File: src/rtl/core/tmr_pkg.sv
// Shared types and constants for the token radix converter.
// No dependencies; imported by every module of the block except tmr_ram.
package tmr_pkg;

	localparam int MAX_DIGITS_DEF = 32;
	localparam int COUNT_CAP      = 32;

	localparam int CHAR_W   = 8;
	localparam int DIGIT_W  = 6;
	localparam int RADIX_W  = 6;
	localparam int VALUE_W  = 32;
	localparam int COUNT_W  = 6;
	localparam int OUT_W    = 48;

	localparam logic [CHAR_W-1:0] CH_PRINT_LO = 8'd33;
	localparam logic [CHAR_W-1:0] CH_PRINT_HI = 8'd126;
	localparam logic [CHAR_W-1:0] CH_MINUS    = 8'h2D;
	localparam logic [CHAR_W-1:0] CH_ZERO     = 8'h30;
	localparam logic [CHAR_W-1:0] CH_NINE     = 8'h39;
	localparam logic [CHAR_W-1:0] CH_UPPER_A  = 8'h41;
	localparam logic [CHAR_W-1:0] CH_UPPER_Z  = 8'h5A;
	localparam logic [CHAR_W-1:0] LETTER_BIAS = 8'd55;

	localparam logic [VALUE_W-1:0] LIMIT_POS = 32'h7FFF_FFFF;
	localparam logic [VALUE_W-1:0] LIMIT_NEG = 32'h8000_0000;

	typedef enum logic [3:0] {
		ST_COLLECT = 4'b0001,
		ST_PREP    = 4'b0010,
		ST_WALK    = 4'b0100,
		ST_EMIT    = 4'b1000
	} state_t;

	typedef struct packed {
		logic accept;
		logic prep;
		logic step;
		logic emit;
	} cmd_t;

	typedef struct packed {
		logic fin_valid;
		logic held_zero;
		logic walk_last;
		logic out_free;
	} sts_t;

endpackage

File: src/rtl/core/tmr_ram.sv
// Generic simple dual-port RAM, one write and one registered read port.
// No dependencies.
module tmr_ram #(
	parameter int WIDTH = 8,
	parameter int DEPTH = 32
) (
	input  logic                     clk,
	input  logic                     wr_en,
	input  logic [$clog2(DEPTH)-1:0] wr_addr,
	input  logic [WIDTH-1:0]         wr_data,
	input  logic [$clog2(DEPTH)-1:0] rd_addr,
	output logic [WIDTH-1:0]         rd_data
);

	logic [WIDTH-1:0] mem_q [DEPTH];

	always_ff @(posedge clk) begin
		if (wr_en) begin
			mem_q[wr_addr] <= wr_data;
		end
		rd_data <= mem_q[rd_addr];
	end

endmodule

File: src/rtl/core/tmr_ctrl.sv
// Sequencer for the token radix converter: collect, prepare, walk, emit.
// Depends on tmr_pkg.
module tmr_ctrl import tmr_pkg::*; (
	input  logic clk,
	input  logic arst_n,
	input  logic in_valid,
	output logic in_ready,
	input  sts_t sts,
	output cmd_t cmd
);

	state_t state_q;
	state_t state_d;

	always_comb begin
		state_d    = state_q;
		cmd        = '0;
		in_ready   = 1'b0;
		unique case (state_q)
			ST_COLLECT: begin
				in_ready   = 1'b1;
				cmd.accept = in_valid;
				if (in_valid && sts.fin_valid) begin
					state_d = ST_PREP;
				end
			end
			ST_PREP: begin
				cmd.prep = 1'b1;
				state_d  = sts.held_zero ? ST_EMIT : ST_WALK;
			end
			ST_WALK: begin
				cmd.step = 1'b1;
				if (sts.walk_last) begin
					state_d = ST_EMIT;
				end
			end
			ST_EMIT: begin
				if (sts.out_free) begin
					cmd.emit = 1'b1;
					state_d  = ST_COLLECT;
				end
			end
			default: state_d = ST_COLLECT;
		endcase
	end

	always_ff @(posedge clk or negedge arst_n) begin
		if (!arst_n) begin
			state_q <= ST_COLLECT;
		end else begin
			state_q <= state_d;
		end
	end

endmodule

File: src/rtl/core/tmr_dpath.sv
// Datapath: token scanning, digit store, multiply-accumulate walk, output register.
// Depends on tmr_pkg and tmr_ram.
module tmr_dpath import tmr_pkg::*; #(
	parameter int MAX_DIGITS = MAX_DIGITS_DEF
) (
	input  logic               clk,
	input  logic               arst_n,
	input  logic [CHAR_W-1:0]  char_code,
	input  logic               stream_end,
	input  cmd_t               cmd,
	output sts_t               sts,
	output logic               out_valid,
	input  logic               out_ready,
	output logic [OUT_W-1:0]   out_data,
	output logic               out_user
);

	localparam int AW = $clog2(MAX_DIGITS);
	localparam int CW = $clog2(MAX_DIGITS + 1);
	localparam int PW = VALUE_W + RADIX_W;

	logic [CW-1:0]      held_q;
	logic [DIGIT_W-1:0] largest_q;
	logic               in_tok_q;
	logic [1:0]         chars_q;
	logic               neg_q;
	logic               bad_q;
	logic               long_q;

	logic [CW-1:0]      ptr_q;
	logic [CW-1:0]      cnt_q;
	logic [VALUE_W-1:0] mag_q;
	logic               ovf_q;

	logic               out_vld_q;
	logic [OUT_W-1:0]   out_data_q;
	logic               out_user_q;

	logic               printable, is_minus, is_num, is_alpha, is_dig;
	logic [CHAR_W-1:0]  dig_wide;
	logic [DIGIT_W-1:0] dig;
	logic               store_it;
	logic [1:0]         chars_n;
	logic               neg_n, bad_n, in_tok_n;
	logic               finish, tok_ok;
	logic               wr_en;
	logic [DIGIT_W-1:0] rd_digit;

	logic [RADIX_W-1:0] radix;
	logic [VALUE_W-1:0] limit;
	logic [PW-1:0]      prod;
	logic [VALUE_W-1:0] mag_sat;
	logic [VALUE_W-1:0] value;
	logic [6:0]         held_ext;
	logic [COUNT_W-1:0] count_out;

	assign printable = (char_code >= CH_PRINT_LO) && (char_code <= CH_PRINT_HI);
	assign is_minus  = (char_code == CH_MINUS);
	assign is_num    = (char_code >= CH_ZERO) && (char_code <= CH_NINE);
	assign is_alpha  = (char_code >= CH_UPPER_A) && (char_code <= CH_UPPER_Z);
	assign is_dig    = is_num || is_alpha;
	assign dig_wide  = is_num ? (char_code - CH_ZERO) : (char_code - LETTER_BIAS);
	assign dig       = dig_wide[DIGIT_W-1:0];

	assign chars_n  = (chars_q < 2'd2) ? chars_q + 2'd1 : chars_q;
	assign neg_n    = neg_q || (is_minus && (chars_q == 2'd0));
	assign bad_n    = bad_q || (is_minus && (chars_q != 2'd0)) || (!is_minus && !is_dig);
	assign in_tok_n = printable ? 1'b1 : in_tok_q;

	assign finish = printable ? stream_end : (in_tok_q || stream_end);
	assign tok_ok = printable
		? (!bad_n && !(neg_n && (chars_n == 2'd1)))
		: (in_tok_q && !bad_q && !(neg_q && (chars_q == 2'd1)));

	assign store_it = printable && is_dig && !((dig == '0) && (held_q == '0));
	assign wr_en    = cmd.accept && store_it && (held_q < CW'(MAX_DIGITS));

	tmr_ram #(
		.WIDTH (DIGIT_W),
		.DEPTH (MAX_DIGITS)
	) u_store (
		.clk     (clk),
		.wr_en   (wr_en),
		.wr_addr (held_q[AW-1:0]),
		.wr_data (dig),
		.rd_addr (ptr_q[AW-1:0]),
		.rd_data (rd_digit)
	);

	assign radix   = (largest_q == '0) ? RADIX_W'(2) : largest_q + RADIX_W'(1);
	assign limit   = neg_q ? LIMIT_NEG : LIMIT_POS;
	assign prod    = PW'(mag_q) * PW'(radix) + PW'(rd_digit);
	assign mag_sat = ovf_q ? limit : mag_q;
	assign value   = neg_q ? (VALUE_W'(0) - mag_sat) : mag_sat;
	assign held_ext = 7'(held_q);
	assign count_out = (held_ext == 7'd0) ? COUNT_W'(1)
		: ((held_ext > 7'(COUNT_CAP)) ? COUNT_W'(COUNT_CAP) : held_ext[COUNT_W-1:0]);

	assign sts.fin_valid = finish && in_tok_n && tok_ok;
	assign sts.held_zero = (held_q == '0);
	assign sts.walk_last = (cnt_q == held_q - CW'(1));
	assign sts.out_free  = !out_vld_q || out_ready;

	always_ff @(posedge clk or negedge arst_n) begin
		if (!arst_n) begin
			held_q    <= '0;
			largest_q <= '0;
			in_tok_q  <= 1'b0;
			chars_q   <= '0;
			neg_q     <= 1'b0;
			bad_q     <= 1'b0;
			long_q    <= 1'b0;
			ptr_q     <= '0;
			cnt_q     <= '0;
			ovf_q     <= 1'b0;
		end else begin
			priority if (cmd.accept) begin
				if (finish && !(in_tok_n && tok_ok)) begin
					held_q    <= '0;
					largest_q <= '0;
					in_tok_q  <= 1'b0;
					chars_q   <= '0;
					neg_q     <= 1'b0;
					bad_q     <= 1'b0;
					long_q    <= 1'b0;
				end else if (printable) begin
					in_tok_q <= 1'b1;
					chars_q  <= chars_n;
					neg_q    <= neg_n;
					bad_q    <= bad_n;
					if (is_dig && (dig > largest_q)) begin
						largest_q <= dig;
					end
					if (store_it) begin
						if (held_q < CW'(MAX_DIGITS)) begin
							held_q <= held_q + CW'(1);
						end else begin
							long_q <= 1'b1;
						end
					end
				end
			end else if (cmd.prep) begin
				ptr_q <= CW'(1);
				cnt_q <= '0;
				ovf_q <= long_q;
			end else if (cmd.step) begin
				ptr_q <= ptr_q + CW'(1);
				cnt_q <= cnt_q + CW'(1);
				if (prod > PW'(limit)) begin
					ovf_q <= 1'b1;
				end
			end else if (cmd.emit) begin
				held_q    <= '0;
				largest_q <= '0;
				in_tok_q  <= 1'b0;
				chars_q   <= '0;
				neg_q     <= 1'b0;
				bad_q     <= 1'b0;
				long_q    <= 1'b0;
				ptr_q     <= '0;
				cnt_q     <= '0;
				ovf_q     <= 1'b0;
			end else begin
			end
		end
	end

	always_ff @(posedge clk) begin
		if (cmd.prep) begin
			mag_q <= '0;
		end else if (cmd.step) begin
			if (prod > PW'(limit)) begin
				mag_q <= limit + VALUE_W'(1);
			end else begin
				mag_q <= prod[VALUE_W-1:0];
			end
		end
	end

	always_ff @(posedge clk or negedge arst_n) begin
		if (!arst_n) begin
			out_vld_q <= 1'b0;
		end else if (cmd.emit) begin
			out_vld_q <= 1'b1;
		end else if (out_ready) begin
			out_vld_q <= 1'b0;
		end
	end

	always_ff @(posedge clk) begin
		if (cmd.emit) begin
			out_data_q <= {4'b0000, count_out, value, radix};
			out_user_q <= ovf_q;
		end
	end

	assign out_valid = out_vld_q;
	assign out_data  = out_data_q;
	assign out_user  = out_user_q;

endmodule

File: src/rtl/core/token_min_radix_to_binary_top.sv
// Top level of the token radix converter: sequencer plus datapath.
// Depends on tmr_pkg, tmr_ctrl, tmr_dpath (and tmr_ram below it).
//
// Channel   Dir  Payload
// s_axis    in   tdata[7:0] char_code, tlast stream_end
// m_axis    out  tdata radix, value, digit_count; tuser overflowed
//
// Characters transfer one per cycle while a token is collected.
// A valid token's end runs a prepare step, one walk step per stored digit
// (the single multiply-accumulate over the digit RAM read port) and an
// emit step, with input held off; the walk is skipped when no digit is stored.
// A waiting result does not stop collection; only the emit cycle waits for m_axis_tready.
// Reset clears all control state; the digit RAM needs no clearing.
module token_min_radix_to_binary_top import tmr_pkg::*; #(
	parameter int MAX_DIGITS = MAX_DIGITS_DEF
) (
	input  logic              clk,
	input  logic              arst_n,
	input  logic              s_axis_tvalid,
	output logic              s_axis_tready,
	input  logic [7:0]        s_axis_tdata,   // [7:0] char_code
	input  logic              s_axis_tlast,
	output logic              m_axis_tvalid,
	input  logic              m_axis_tready,
	output logic [OUT_W-1:0]  m_axis_tdata,   // [5:0] radix, [37:6] value, [43:38] digit_count
	output logic              m_axis_tuser    // [0] overflowed
);

	cmd_t cmd;
	sts_t sts;

	tmr_ctrl u_ctrl (
		.clk      (clk),
		.arst_n   (arst_n),
		.in_valid (s_axis_tvalid),
		.in_ready (s_axis_tready),
		.sts      (sts),
		.cmd      (cmd)
	);

	tmr_dpath #(
		.MAX_DIGITS (MAX_DIGITS)
	) u_dpath (
		.clk        (clk),
		.arst_n     (arst_n),
		.char_code  (s_axis_tdata),
		.stream_end (s_axis_tlast),
		.cmd        (cmd),
		.sts        (sts),
		.out_valid  (m_axis_tvalid),
		.out_ready  (m_axis_tready),
		.out_data   (m_axis_tdata),
		.out_user   (m_axis_tuser)
	);

endmodule

File: config.mk
export PLATFORM = sky130hd
export DESIGN_NAME = token_min_radix_to_binary_top
export DESIGN_NICKNAME = d
export VERILOG_FILES = /design/src/rtl/core/tmr_pkg.sv /design/src/rtl/core/tmr_ram.sv /design/src/rtl/core/tmr_ctrl.sv /design/src/rtl/core/tmr_dpath.sv /design/src/rtl/core/token_min_radix_to_binary_top.sv
export SDC_FILE = /design/constraint.sdc
export NUM_CORES = 1
export LEC_CHECK = 0
export BUFFER_PORTS_ARGS = -buffer_cell sky130_fd_sc_hd__buf_2
export CELL_PAD_IN_SITES_DETAIL_PLACEMENT = 0
export CELL_PAD_IN_SITES_GLOBAL_PLACEMENT = 2
export CORE_UTILIZATION = 40
export DETAILED_ROUTE_END_ITERATION = 10
export PLACE_DENSITY = 0.79
export SYNTH_ARGS = -nofsm -noshare
export SYNTH_HDL_FRONTEND = slang
export SYNTH_SLANG_ARGS = --single-unit
File: constraint.sdc
create_clock -name clk -period 14.34 [get_ports clk]
set_clock_uncertainty 0.2 [all_clocks]
set_input_delay 0.717 -clock clk [delete_from_list [all_inputs] [get_ports clk]]
set_output_delay 0.717 -clock clk [all_outputs]
set_load 0.02 [all_outputs]
==> implementation parameters, run 1 <==
Parameter                              Value

Run status
  Outcome ... finished clean

Floorplanning
  Total number of placement rows ... 83
  Floorplan die area ... 53750 um^2
  Overall die width ... around 230 um
  Initial Utilization ... 0.4086
  Number of primary I/O pins ... 64
  Die height ... roughly 230 um
  Floorplan Core Area ... around 52000 um^2

Synthesis
  Register area share after synthesis ... 0.4143
  FFs w/ async S/R, synth ... 0.1129
  Mean instance size in the synthesized netlist ... 11.09 um^2
  Post-synth cell types ... approximately 80
  Warnings, synthesis ... 0
  Most used flip-flop cell after synthesis ... sky130_fd_sc_hd__edfxtp_1
  Count of flip-flops with a built-in enable after synthesis ... 237
  Number of synthesized register bits ... a little over 300
  Syn Std Cell Area ... around 21000 um^2
  Cell count after synthesis ... approximately 1.9k

Min path
  Type of the most critical hold path ... in -> async

Setup path
  Crit Path Category ... reg -> reg
  Register-to-register setup slack ... approximately 5 ns
  Arrival time of the worst setup path ... 9.51 ns
  Depth of the worst register-to-register path ... 33
  Endpoint of the lowest-slack register-to-register path ... u_dpath.mag_q[27]
  Crit Reg-Reg Startpoint ... u_dpath.largest_q[0]
  Critical Path Source Type ... flip-flop
  CP Max Fanout ... 33
  Required time reported for the critical path endpoint ... approximately 15 ns
  Delay contributed by the slowest stage of the critical path ... about 0.60 ns
  Source of the critical timing path ... u_dpath.largest_q[0]
  Crit path max-delay cell type ... sky130_fd_sc_hd__o31ai_1
  Endpoint type of the worst setup path ... flip-flop

Power and ir drop
  Pwr per Cell Area ... 108.7 nW/um^2
  IR Drop Worst-Case VDD ... around 130 uV
  Leakage power ... approximately 9.6 nW

Route
  Count of TritonRoute iterations in the first routing pass ... 5
  Number of nets with antenna violations after routing ... 0
  Via-per-instance ratio ... around 5.5
  Vias ... between 10k and 15k
  Detailed-route wire length ... ~53 mm
  Routed length per instance ... around 20 um
  Drt drc ... 0
  1st-iter DRT viols ... roughly 940

Clocking
  Number of buffers created by CTS ... 37
  Clock tree from TritonCTS ... yes
  Root buf cell ... sky130_fd_sc_hd__clkbuf_16
  Clk sink count ... slightly above 300
  Post-CTS setup repair buffer count ... 0
  CTS Buffer Depth ... 3
  Skew-Pair Late Insertion Delay ... 0.58 ns
  Clk slew on worst S/H paths ... 0.06 ns
  Number of gates resized after cts ... 0
  Total of hold buffers inserted after clock tree synthesis ... 0
  CTS H-tree lvls ... 2

Global route
  Initial antenna violation count ... 1
  Global-route congestion overflow total ... 0
  Tot GR Track Use ... 0.2007
  Pin count of the biggest net entering global routing ... 54
  First-pass GRT wire length ... 83.52 mm
  Via count of the first global-routing pass ... about 15k

Timing
  Max Slew Vio Count ... 0
  Worst-Margin Slew ... ~1.2 ns
  Final Cycle Share ... 0.6430
  Max-slew headroom ... 0.2215
  Post-route minimum period ... 9.221 ns
  Fmax achieved ... approximately 110 MHz
  Unrepaired setup endpoints after global routing ... false
  Setup_tns ... 0 ns
  Final hold vios ... 0
  # setup viols final ... 0

Final layout
  P&R area growth vs syn ... 9.764%
  Final Cell Area ... between 20000 and 25000 um^2
  Total number of nets in the final design ... approximately 2.2k
  Share of final-layout standard cells stronger than drive strength 1 ... 0.1201

Placement
  Port Buf Inserts ... 59
  Routability congestion estimate ... 0.8480
  HPWL after DPL ... 36.54 mm
  Post-detailed-placement cell area ... 22020 um^2

Job
  Reported max-cap violation count ... 0
[how the worst max path moves through the flow]
stage                     cells past startpoint                end  slack (ns)
after floorplan                              34  u_dpath.mag_q[24]        6.27
after global placement                       33  u_dpath.mag_q[26]        5.31
after detailed placement                     33   u_dpath.mag_q[4]        5.09
after CTS                                    33  u_dpath.mag_q[27]        5.04
after global routing                         33  u_dpath.mag_q[28]        4.40
final                                        33  u_dpath.mag_q[27]        5.12
[kinds of logic (layout without fill, tap and decap cells)]
family                     after synthesis  count (layout)  synth area share
AOI/OAI and AO/OA                      344             344            0.1059
DFF                                    310             310            0.4143
buffers and inverters                  267             299           0.04950
xor gates and xnor gates                53              53           0.02232
other                                    1               5         0.0001775
adders and majority gates              264             264            0.2004
and+or+nand+nor                        595             595            0.1378
muxes                                   71              71           0.06958
[critical path, delay by kind of cell, from the launching register on]
family	cells	cell delay (ns)
AO/OA/AOI/OAI	9	1.98
XOR/XNOR	2	0.27
adder cells (fa/ha/maj)	6	2.76
buffers and inverters	5	0.62
flip-flops	1	0.42
multiplexers	1	0.15
AND/OR/NAND/NOR	10	2.70
[state kept, by name, summed over array words and instances (netlist names), 2 cells and up]
| register | cells |
|---|---|
| u_dpath.mag_q | 32 |
| u_dpath.u_store.rd_data | 6 |
| u_dpath.held_q | 6 |
| u_dpath.u_store.mem_q | 192 |
| u_dpath.largest_q | 6 |
| u_dpath.ptr_q | 5 |
| u_ctrl.state_q | 4 |
| u_dpath.chars_q | 2 |
| u_dpath.out_data | 44 |
| u_dpath.cnt_q | 6 |
[cells in the mapped netlist (all sizes together), types with 6 or more instances]
master	count	share of area
edfxtp	237	0.34
nand2	180	0.032
inv	154	0.027
ha	140	0.083
nor2	140	0.025
fa	124	0.12
and2	122	0.036
a21oi	99	0.023
clkbuf	95	0.017
o21ai	78	0.018
mux4	60	0.064
dfxtp	38	0.036
a22o	37	0.015
nand3	36	0.0088
dfrtp	34	0.040
xnor2	33	0.014
nor3	30	0.0071
nand4	22	0.0065
xor2	20	0.0086
buf	18	0.0053
a21o	17	0.0061
o31ai	14	0.0056
or3	14	0.0041
o211ai	13	0.0046
o21a	12	0.0043
a31oi	10	0.0030
nor2b	9	0.0027
o311ai	9	0.0037
a211oi	7	0.0025
mux2	7	0.0037
nand3b	7	0.0025
and3	6	0.0018
nand2b	6	0.0018
o21bai	6	0.0021
[placed cells by master (no fill, tap or decap), types with 60 or more instances in the layout]
master                       n
sky130_fd_sc_hd__inv_1     153
sky130_fd_sc_hd__ha_1      140
sky130_fd_sc_hd__a21oi_1    99
sky130_fd_sc_hd__o21ai_0    73
sky130_fd_sc_hd__fa_1      124
sky130_fd_sc_hd__nor2_1    138
sky130_fd_sc_hd__mux4_2     60
sky130_fd_sc_hd__and2_1    121
sky130_fd_sc_hd__nand2_1   180
sky130_fd_sc_hd__edfxtp_1  237
[where the power goes]
group	switching, mW	leakage, nW	internal [mW]
clock	0.404	0.562	0.507
sequential	0.0440	2.91	1.03
combinational	0.321	6.14	0.218
[routing by layer]
metal	vias to the layer above	share of wire	GRT usage
met3	80	0.044	0.02984
li1	6779	-	-
met4	2	0.023	0.05962
met1	7225	0.44	0.2594
met2	301	0.50	0.3466
met5	-	0.00025	0
[per-stage QoR]
step	setup slack, ns	utilization	hold slack [ns]	cells	power, mW
finish	5.119	0.4485	0.04912	2621	2.521
global route	4.397	0.4484	0.1147	2620	2.638
CTS	5.044	0.4484	0.07504	2620	2.551
detailed placement	5.092	0.4257	0.2931	2553	1.635
global placement	5.315	0.4257	0.2829	2553	1.628
floorplan	6.266	-	0.2214	1908	1.482
[cell type report]
type                    count  area, um^2
diodes                      1       2.502
clock buffers              47       963.4
clock inverters            20       211.5
fillers                  4863       28520
inverters                 154       578.1
multi-input cells        1331       11390
flip-flops and latches    310        8758
well taps                 680       850.8
repair buffers             78       437.9
No activity file was read; power rests on OpenSTA's default activity.
==> run 2, diff against run 1 <==
--- a/config.mk
+++ b/config.mk
@@ -8,9 +8,9 @@
 export BUFFER_PORTS_ARGS = -buffer_cell sky130_fd_sc_hd__buf_2
 export CELL_PAD_IN_SITES_DETAIL_PLACEMENT = 0
 export CELL_PAD_IN_SITES_GLOBAL_PLACEMENT = 2
-export CORE_UTILIZATION = 40
+export CORE_UTILIZATION = 39
 export DETAILED_ROUTE_END_ITERATION = 10
-export PLACE_DENSITY = 0.79
+export PLACE_DENSITY = 0.8
 export SYNTH_ARGS = -nofsm -noshare
 export SYNTH_HDL_FRONTEND = slang
 export SYNTH_SLANG_ARGS = --single-unit
==> constraint.sdc (replaced) <==
create_clock -name clk -period 8.1 [get_ports clk]
set_clock_uncertainty 0.2 [all_clocks]
set_input_delay 0.405 -clock clk [delete_from_list [all_inputs] [get_ports clk]]
set_output_delay 0.405 -clock clk [all_outputs]
set_load 0.02 [all_outputs]
==> implementation parameters, run 2 (same netlist as run 1, synthesis figures left out) <==
Parameter                              Value

Setup path
  CP Max Fanout ... 6 (-82%)
  Source of the critical timing path ... u_dpath.largest_q[1]
  Top cell by count, worst path ... sky130_fd_sc_hd__fa_1
  Required time reported for the critical path endpoint ... 8.42 ns (-6.21 ns)
  Crit Path Category ... reg -> reg
  Endpoint type of the worst setup path ... flip-flop
  Critical Path Source Type ... flip-flop
  Delay contributed by the slowest stage of the critical path ... 0.56 ns (-0.04 ns)
  Crit Reg-Reg Startpoint ... u_dpath.largest_q[1]
  Arrival time of the worst setup path ... 8.30 ns (-1.21 ns)
  Crit path max-delay cell type ... sky130_fd_sc_hd__fa_1

Timing
  Post-route minimum period ... 7.978 ns (-1.242 ns)
  Worst Setup Slack, final ... 0.1216 ns (-4.998 ns)
  Fmax achieved ... 125.3 MHz (+16%)
  Worst-Margin Slew ... 1.199 ns (+0.04053 ns)
  Final Cycle Share ... 0.9850 (+0.3420)
  Final hold vios ... 0 (unchanged)
  Max-slew headroom ... 0.2005 (-0.02108)
  Unrepaired setup endpoints after global routing ... true
  # setup viols final ... 0 (unchanged)
  Max Slew Vio Count ... 0 (unchanged)

Route
  Detailed-route wire length ... 55.69 mm (+5.7%)
  Vias ... 15.20k (+5.6%)
  Drt drc ... 0 (unchanged)
  Routed length per instance ... 19.90 um (-0.97%)
  Via-per-instance ratio ... 5.431 (-1.1%)
  1st-iter DRT viols ... 869 (-7.4%)
  Number of nets with antenna violations after routing ... 0 (unchanged)
  Count of TritonRoute iterations in the first routing pass ... 7 (+2)

Global route
  Routing usage on met2 ... 0.3467 (about the same)
  Initial antenna violation count ... 1 (unchanged)
  Via count of the first global-routing pass ... 15.59k (+4.7%)
  Global-route congestion overflow total ... 0 (unchanged)
  Busiest grt layer ... met2
  Pin count of the biggest net entering global routing ... 54 (unchanged)
  GRT met1 Usage ... 0.2628 (+0.003461)
  GR Util met3 ... 0.03019 (+0.0003548)
  First-pass GRT wire length ... 87.43 mm (+4.7%)
  Tot GR Track Use ... 0.2018 (+0.001063)

Final layout
  Total number of nets in the final design ... 2357 (+7.7%)
  Register with the most flip-flops ... u_dpath.u_store.mem_q
  Leading cell type in the layout, fill and taps excluded ... sky130_fd_sc_hd__edfxtp_1
  Flip-flop count of the largest register, all copies and words added ... 192 (unchanged)
  P&R area growth vs syn ... 21.11%
  Number of antenna repair diodes ... 0 (-1)
  Commonest cells after routing, fill and taps aside ... 237 x sky130_fd_sc_hd__edfxtp_1, 179 x sky130_fd_sc_hd__nand2_1, 155 x sky130_fd_sc_hd__buf_4
  Final Cell Area ... 25590 um^2 (+10%)
  Share of final-layout standard cells stronger than drive strength 1 ... 0.2393 (+0.1192)

Floorplanning
  Die height ... 234.8 um (+1.3%)
  Total number of placement rows ... 84 (+1.2%)
  Floorplan die area ... 55110 um^2 (+2.5%)
  Floorplan Core Area ... 53080 um^2 (+2.6%)
  Initial Utilization ... 0.3981 (-0.01046)
  Number of primary I/O pins ... 64 (unchanged)
  Overall die width ... 234.8 um (+1.3%)

Power and ir drop
  Leakage power ... 10.65 nW (+11%)
  Sw frac ... 0.2995 (-0.005394)
  Internal power ... 3.267 mW (+86%)
  IR Drop Worst-Case VDD ... 187.7 uV (+47%)
  Power share of the clock group ... 0.377 (+0.016)
  Psw ... 1.397 mW (+82%)
  Pwr per Cell Area ... 182.3 nW/um^2 (+68%)
  Part of the power in registers ... 0.408 (-0.017)
  Share of total power in combinational logic ... 0.215 (about the same)

Placement
  Port Buf Inserts ... 59 (unchanged)
  HPWL after DPL ... 39.30 mm (+7.6%)
  Post-detailed-placement cell area ... 22990 um^2 (+4.4%)
  Routability congestion estimate ... 0.8518 (+0.45%)
  Placement Setup Slack ... -0.4174 ns (-5.510 ns)

Clocking
  CTS H-tree lvls ... 2 (unchanged)
  CTS Buffer Depth ... 3 (unchanged)
  Root buf cell ... sky130_fd_sc_hd__clkbuf_16
  Clk slew on worst S/H paths ... 0.06 ns (about the same)
  Clk sink count ... 310 (unchanged)
  Skew-Pair Late Insertion Delay ... 0.58 ns (about the same)
  Number of buffers created by CTS ... 38 (+2.7%)
  Clock tree from TritonCTS ... yes

Job
  Reported max-cap violation count ... 0 (unchanged)

Min path
  Type of the most critical hold path ... in -> reg
  Worst hold path startpoint ... s_axis_tlast

Run status
  Outcome ... finished clean
## run 2: cell types whose count changed in the layout (fill, tap and decap cells not counted), moves of 9 or more
cell,before,now
sky130_fd_sc_hd__a21oi_1,99,88
sky130_fd_sc_hd__a21oi_2,0,9
sky130_fd_sc_hd__buf_4,19,155
sky130_fd_sc_hd__buf_6,0,14
sky130_fd_sc_hd__ha_1,140,108
sky130_fd_sc_hd__ha_4,0,29
sky130_fd_sc_hd__o21ai_0,73,64
## run 2: path summary, 6_finish.rpt
| kind | end | slack, ns | cells after the start |
|---|---|---|---|
| setup / recovery | u_dpath.mag_q[17] | 0.12 | 33 |
| hold / removal | u_ctrl.state_q[0] | 0.05 | 5 |
| setup reg to reg | u_dpath.mag_q[17] | 0.12 | 33 |
| hold reg to reg | u_dpath.long_q | 0.31 | 2 |
| max in group asynchronous | u_dpath.ptr_q[1] | 6.85 | 2 |
| min in group asynchronous | u_dpath.bad_q | 0.26 | 2 |
## run 2: layout make-up
| type | count | area [um^2] |
|---|---|---|
| fill | 4743 | 27490 |
| tap | 688 | 860.8 |
| multi-input combinational | 1331 | 12160 |
| inverter | 154 | 583.1 |
| clock inverter | 29 | 335.3 |
| clock buffer | 41 | 972.2 |
| sequential | 310 | 8760 |
| timing repair buffer | 245 | 1924 |
## run 2: per-stage QoR
stage               hold WS [ns]    util  instances  TNS (ns)  power [mW]
floorplan               -0.09059       -       1908         0       2.623
global placement          0.2818  0.4332       2685    -8.509       2.897
detailed placement        0.2968  0.4332       2685    -12.70       2.911
CTS                      0.05106  0.4657       2776         0       4.684
global route             0.08988  0.4822       2798    -6.257       4.880
finish                   0.05497  0.4822       2798         0       4.665
## run 2: timing repair
action,in CTS,in global routing
gates cloned,1,3
setup buffers,18,22
setup endpoints to repair,33,33
pin swaps,31,75
hold buffers,3,0
endpoints found under the hold margin,36,0
gates resized for setup,50,106
## run 2: power by group through the flow
| stage | clock, mW | combinational [mW] | sequential, mW |
|---|---|---|---|
| 3_3_place_gp | 0 | 0.962 | 1.94 |
| 6_report | 1.76 | 1.00 | 1.90 |
| 4_1_cts | 1.79 | 0.987 | 1.90 |
| 2_1_floorplan | 0 | 0.730 | 1.89 |
| 3_5_place_dp | 0 | 0.971 | 1.94 |
| 5_1_grt | 1.85 | 1.11 | 1.92 |
## run 2: per-layer routing
layer | wire length (um) | share of wire
met5 | 0 | 0
met2 | 27460 | 0.49
met4 | 1433 | 0.026
met1 | 24060 | 0.43
met3 | 2745 | 0.049
## run 2: critical path: cells and delay by family, from the launching register on
kind            cells  cell delay (ns)
compound gates      9             1.54
xor+xnor            2             0.36
fa+ha+maj           6             2.30
buf+inv             7             0.78
flops               1             0.38
simple gates        9             2.35
==> run 3, diff against run 2 <==
--- a/config.mk
+++ b/config.mk
@@ -8,9 +8,10 @@
 export BUFFER_PORTS_ARGS = -buffer_cell sky130_fd_sc_hd__buf_2
 export CELL_PAD_IN_SITES_DETAIL_PLACEMENT = 0
 export CELL_PAD_IN_SITES_GLOBAL_PLACEMENT = 2
-export CORE_UTILIZATION = 39
+export CORE_UTILIZATION = 40
+export CTS_BUF_LIST = sky130_fd_sc_hd__clkbuf_8
 export DETAILED_ROUTE_END_ITERATION = 10
-export PLACE_DENSITY = 0.8
+export PLACE_DENSITY = 0.82
 export SYNTH_ARGS = -nofsm -noshare
 export SYNTH_HDL_FRONTEND = slang
 export SYNTH_SLANG_ARGS = --single-unit
==> implementation parameters, run 3 (same netlist as run 1, synthesis figures left out) <==
Parameter                              Value

Route
  Detailed-route wire length ... 55.17 mm (-0.93%)
  Drt drc ... 0 (unchanged)
  Number of nets with antenna violations after routing ... 0 (unchanged)
  1st-iter DRT viols ... 853 (-1.8%)
  Count of TritonRoute iterations in the first routing pass ... 5 (-2)
  Routed length per instance ... 19.68 um (-1.1%)
  Via-per-instance ratio ... 5.378 (-0.99%)
  Vias ... 15.07k (-0.81%)

Floorplanning
  Initial Utilization ... 0.4086 (+0.01046)
  Number of primary I/O pins ... 64 (unchanged)
  Total number of placement rows ... 83 (-1.2%)
  Floorplan Core Area ... 51720 um^2 (-2.6%)
  Die height ... 231.8 um (-1.2%)
  Overall die width ... 231.8 um (-1.2%)
  Floorplan die area ... 53750 um^2 (-2.5%)

Setup path
  Arrival time of the worst setup path ... 8.43 ns (+0.13 ns)
  Required time reported for the critical path endpoint ... 8.49 ns (+0.07 ns)
  Crit Reg-Reg Startpoint ... u_dpath.largest_q[0]
  Critical path's top delay family ... simple AND/OR/NAND/NOR gates
  Source of the critical timing path ... u_dpath.largest_q[0]
  CP Max Fanout ... 7 (+1)
  Crit Path Category ... reg -> reg
  Critical path buffers and inverters ... 7 (unchanged)
  Endpoint type of the worst setup path ... flip-flop
  Delay contributed by the slowest stage of the critical path ... 0.57 ns (about the same)
  Crit path max-delay cell type ... sky130_fd_sc_hd__or4_4
  Critical Path Source Type ... flip-flop

Global route
  Pin count of the biggest net entering global routing ... 54 (unchanged)
  Initial antenna violation count ... 1 (unchanged)
  Via count of the first global-routing pass ... 15.72k (+0.85%)
  Global-route congestion overflow total ... 0 (unchanged)
  First-pass GRT wire length ... 87.13 mm (-0.35%)
  Tot GR Track Use ... 0.2079 (+0.006182)

Timing
  # setup viols final ... 0 (unchanged)
  Worst Setup Slack, final ... 0.05369 ns (-0.06790 ns)
  Final Cycle Share ... 0.9934 (+0.008383)
  Unrepaired setup endpoints after global routing ... true
  Final hold vios ... 0 (unchanged)
  Setup_tns ... 0 ns (unchanged)
  Fmax achieved ... 124.3 MHz (-0.84%)
  Worst-Margin Slew ... 1.114 ns (-0.08499 ns)
  Worst hold margin ... 0.06431 ns (+0.009332 ns)
  Max-slew headroom ... 0.2563 (+0.05584)
  Max Slew Vio Count ... 0 (unchanged)
  Post-route minimum period ... 8.046 ns (+0.06790 ns)

Placement
  Routability congestion estimate ... 0.8695 (+2.1%)
  HPWL after DPL ... 39.20 mm (-0.24%)
  Placement Setup Slack ... -0.3374 ns (+0.08001 ns)
  Cell count after placement ... 2676 (-0.34%)
  Port Buf Inserts ... 59 (unchanged)

Power and ir drop
  Internal power ... 3.061 mW (-6.3%)
  Leakage power ... 10.50 nW (-1.4%)
  Part of the power in registers ... 0.430 (+0.022)
  Psw ... 1.364 mW (-2.4%)
  IR Drop Worst-Case VDD ... 202.5 uV (+7.9%)
  Power share of the clock group ... 0.344 (-0.033)
  Pwr per Cell Area ... 177.3 nW/um^2 (-2.7%)
  Share of total power in combinational logic ... 0.226 (+0.011)
  Sw frac ... 0.3083 (+0.008801)

Final layout
  Leading cell type in the layout, fill and taps excluded ... sky130_fd_sc_hd__edfxtp_1
  Core occupancy in the finished layout ... 0.4825 (about the same)
  Share of final-layout standard cells stronger than drive strength 1 ... 0.2176 (-0.02172)
  Register with the most flip-flops ... u_dpath.u_store.mem_q
  Final instance count without filler cells ... 2803 (+0.18%)
  Commonest cells after routing, fill and taps aside ... 237 x sky130_fd_sc_hd__edfxtp_1, 178 x sky130_fd_sc_hd__nand2_1, 161 x sky130_fd_sc_hd__inv_1
  Number of antenna repair diodes ... 0 (unchanged)
  P&R area growth vs syn ... 18.09%
  Flip-flop count of the largest register, all copies and words added ... 192 (unchanged)
  Total number of nets in the final design ... 2355 (-0.085%)

Clocking
  Clk sink count ... 310 (unchanged)
  Skew-Pair Late Insertion Delay ... 0.67 ns (+0.09 ns)
  Clk slew on worst S/H paths ... 0.06 ns (about the same)
  Number of buffers created by CTS ... 56 (+47%)
  CTS H-tree lvls ... 2 (unchanged)
  Root buf cell ... sky130_fd_sc_hd__clkbuf_8
  CTS Buffer Depth ... 3 (unchanged)
  Clock tree from TritonCTS ... yes

Run status
  Outcome ... finished clean

Job
  Reported max-cap violation count ... 0 (unchanged)

Min path
  Worst hold path startpoint ... s_axis_tdata[6]
  Type of the most critical hold path ... in -> reg
run 3: cell count changes in the layout (fill, tap and decap cells not counted), sizes merged:
cell | previous run | this run
buf | 239 | 216
o21ai | 78 | 79
clkinv | 17 | 23
clkbuf | 44 | 58
bufinv | 4 | 5
dlygate4sd3 | 3 | 6
inv | 159 | 171
clkinvlp | 3 | 2
run 3: worst paths after layout:
check / depth (start not counted) / to / slack (ns)
max reg2reg: 34 / u_dpath.mag_q[11] / 0.05
min reg2reg: 2 / u_dpath.bad_q / 0.31
min: 5 / u_dpath.bad_q / 0.06
max in group asynchronous: 2 / u_dpath.neg_q / 6.91
max: 34 / u_dpath.mag_q[11] / 0.05
min in group asynchronous: 2 / u_dpath.ptr_q[1] / 0.20
run 3: area by class of cell:
type | instances | area, um^2
fillers | 4770 | 26760
multi-input cells | 1332 | 11920
flip-flops and latches | 310 | 8758
repair buffers | 224 | 1704
well taps | 680 | 850.8
clock buffers | 56 | 770.7
inverters | 154 | 578.1
clock inverters | 47 | 372.9
run 3: per-stage QoR:
stage	cell area, um^2	total power, mW
2_1_floorplan	21140	2.623
3_3_place_gp	22990	2.894
3_5_place_dp	22990	2.915
4_1_cts	24410	4.449
5_1_grt	24950	4.653
6_report	24950	4.425
run 3: power groups by stage:
stage               combinational, mW  clock, mW  sequential [mW]
finish                          0.999       1.52             1.90
global route                     1.11       1.62             1.91
CTS                             0.988       1.56             1.91
detailed placement              0.977          0             1.94
global placement                0.961          0             1.93
floorplan                       0.730          0             1.89
run 3: layer usage:
layer | GRT usage | wire, um
met4 | 0.06476 | 1510
met5 | 0 | 0
met2 | 0.3597 | 27470
met3 | 0.03217 | 2421
met1 | 0.2664 | 23770
run 3: repair_timing:
action,in CTS,in global routing
hold buffers,6,0
cloned,1,3
pin swaps,31,77
endpoints found under the hold margin,38,0
resized for setup,25,79
endpoints found under the setup margin,33,33
buffers inserted,5,10
run 3: worst min-delay path, stage by stage:
cell                      delay [ns]
sky130_fd_sc_hd__buf_2          0.13
sky130_fd_sc_hd__nor4_1         0.10
sky130_fd_sc_hd__nor2_1         0.09
sky130_fd_sc_hd__a21oi_1        0.07
sky130_fd_sc_hd__nor2_1         0.07
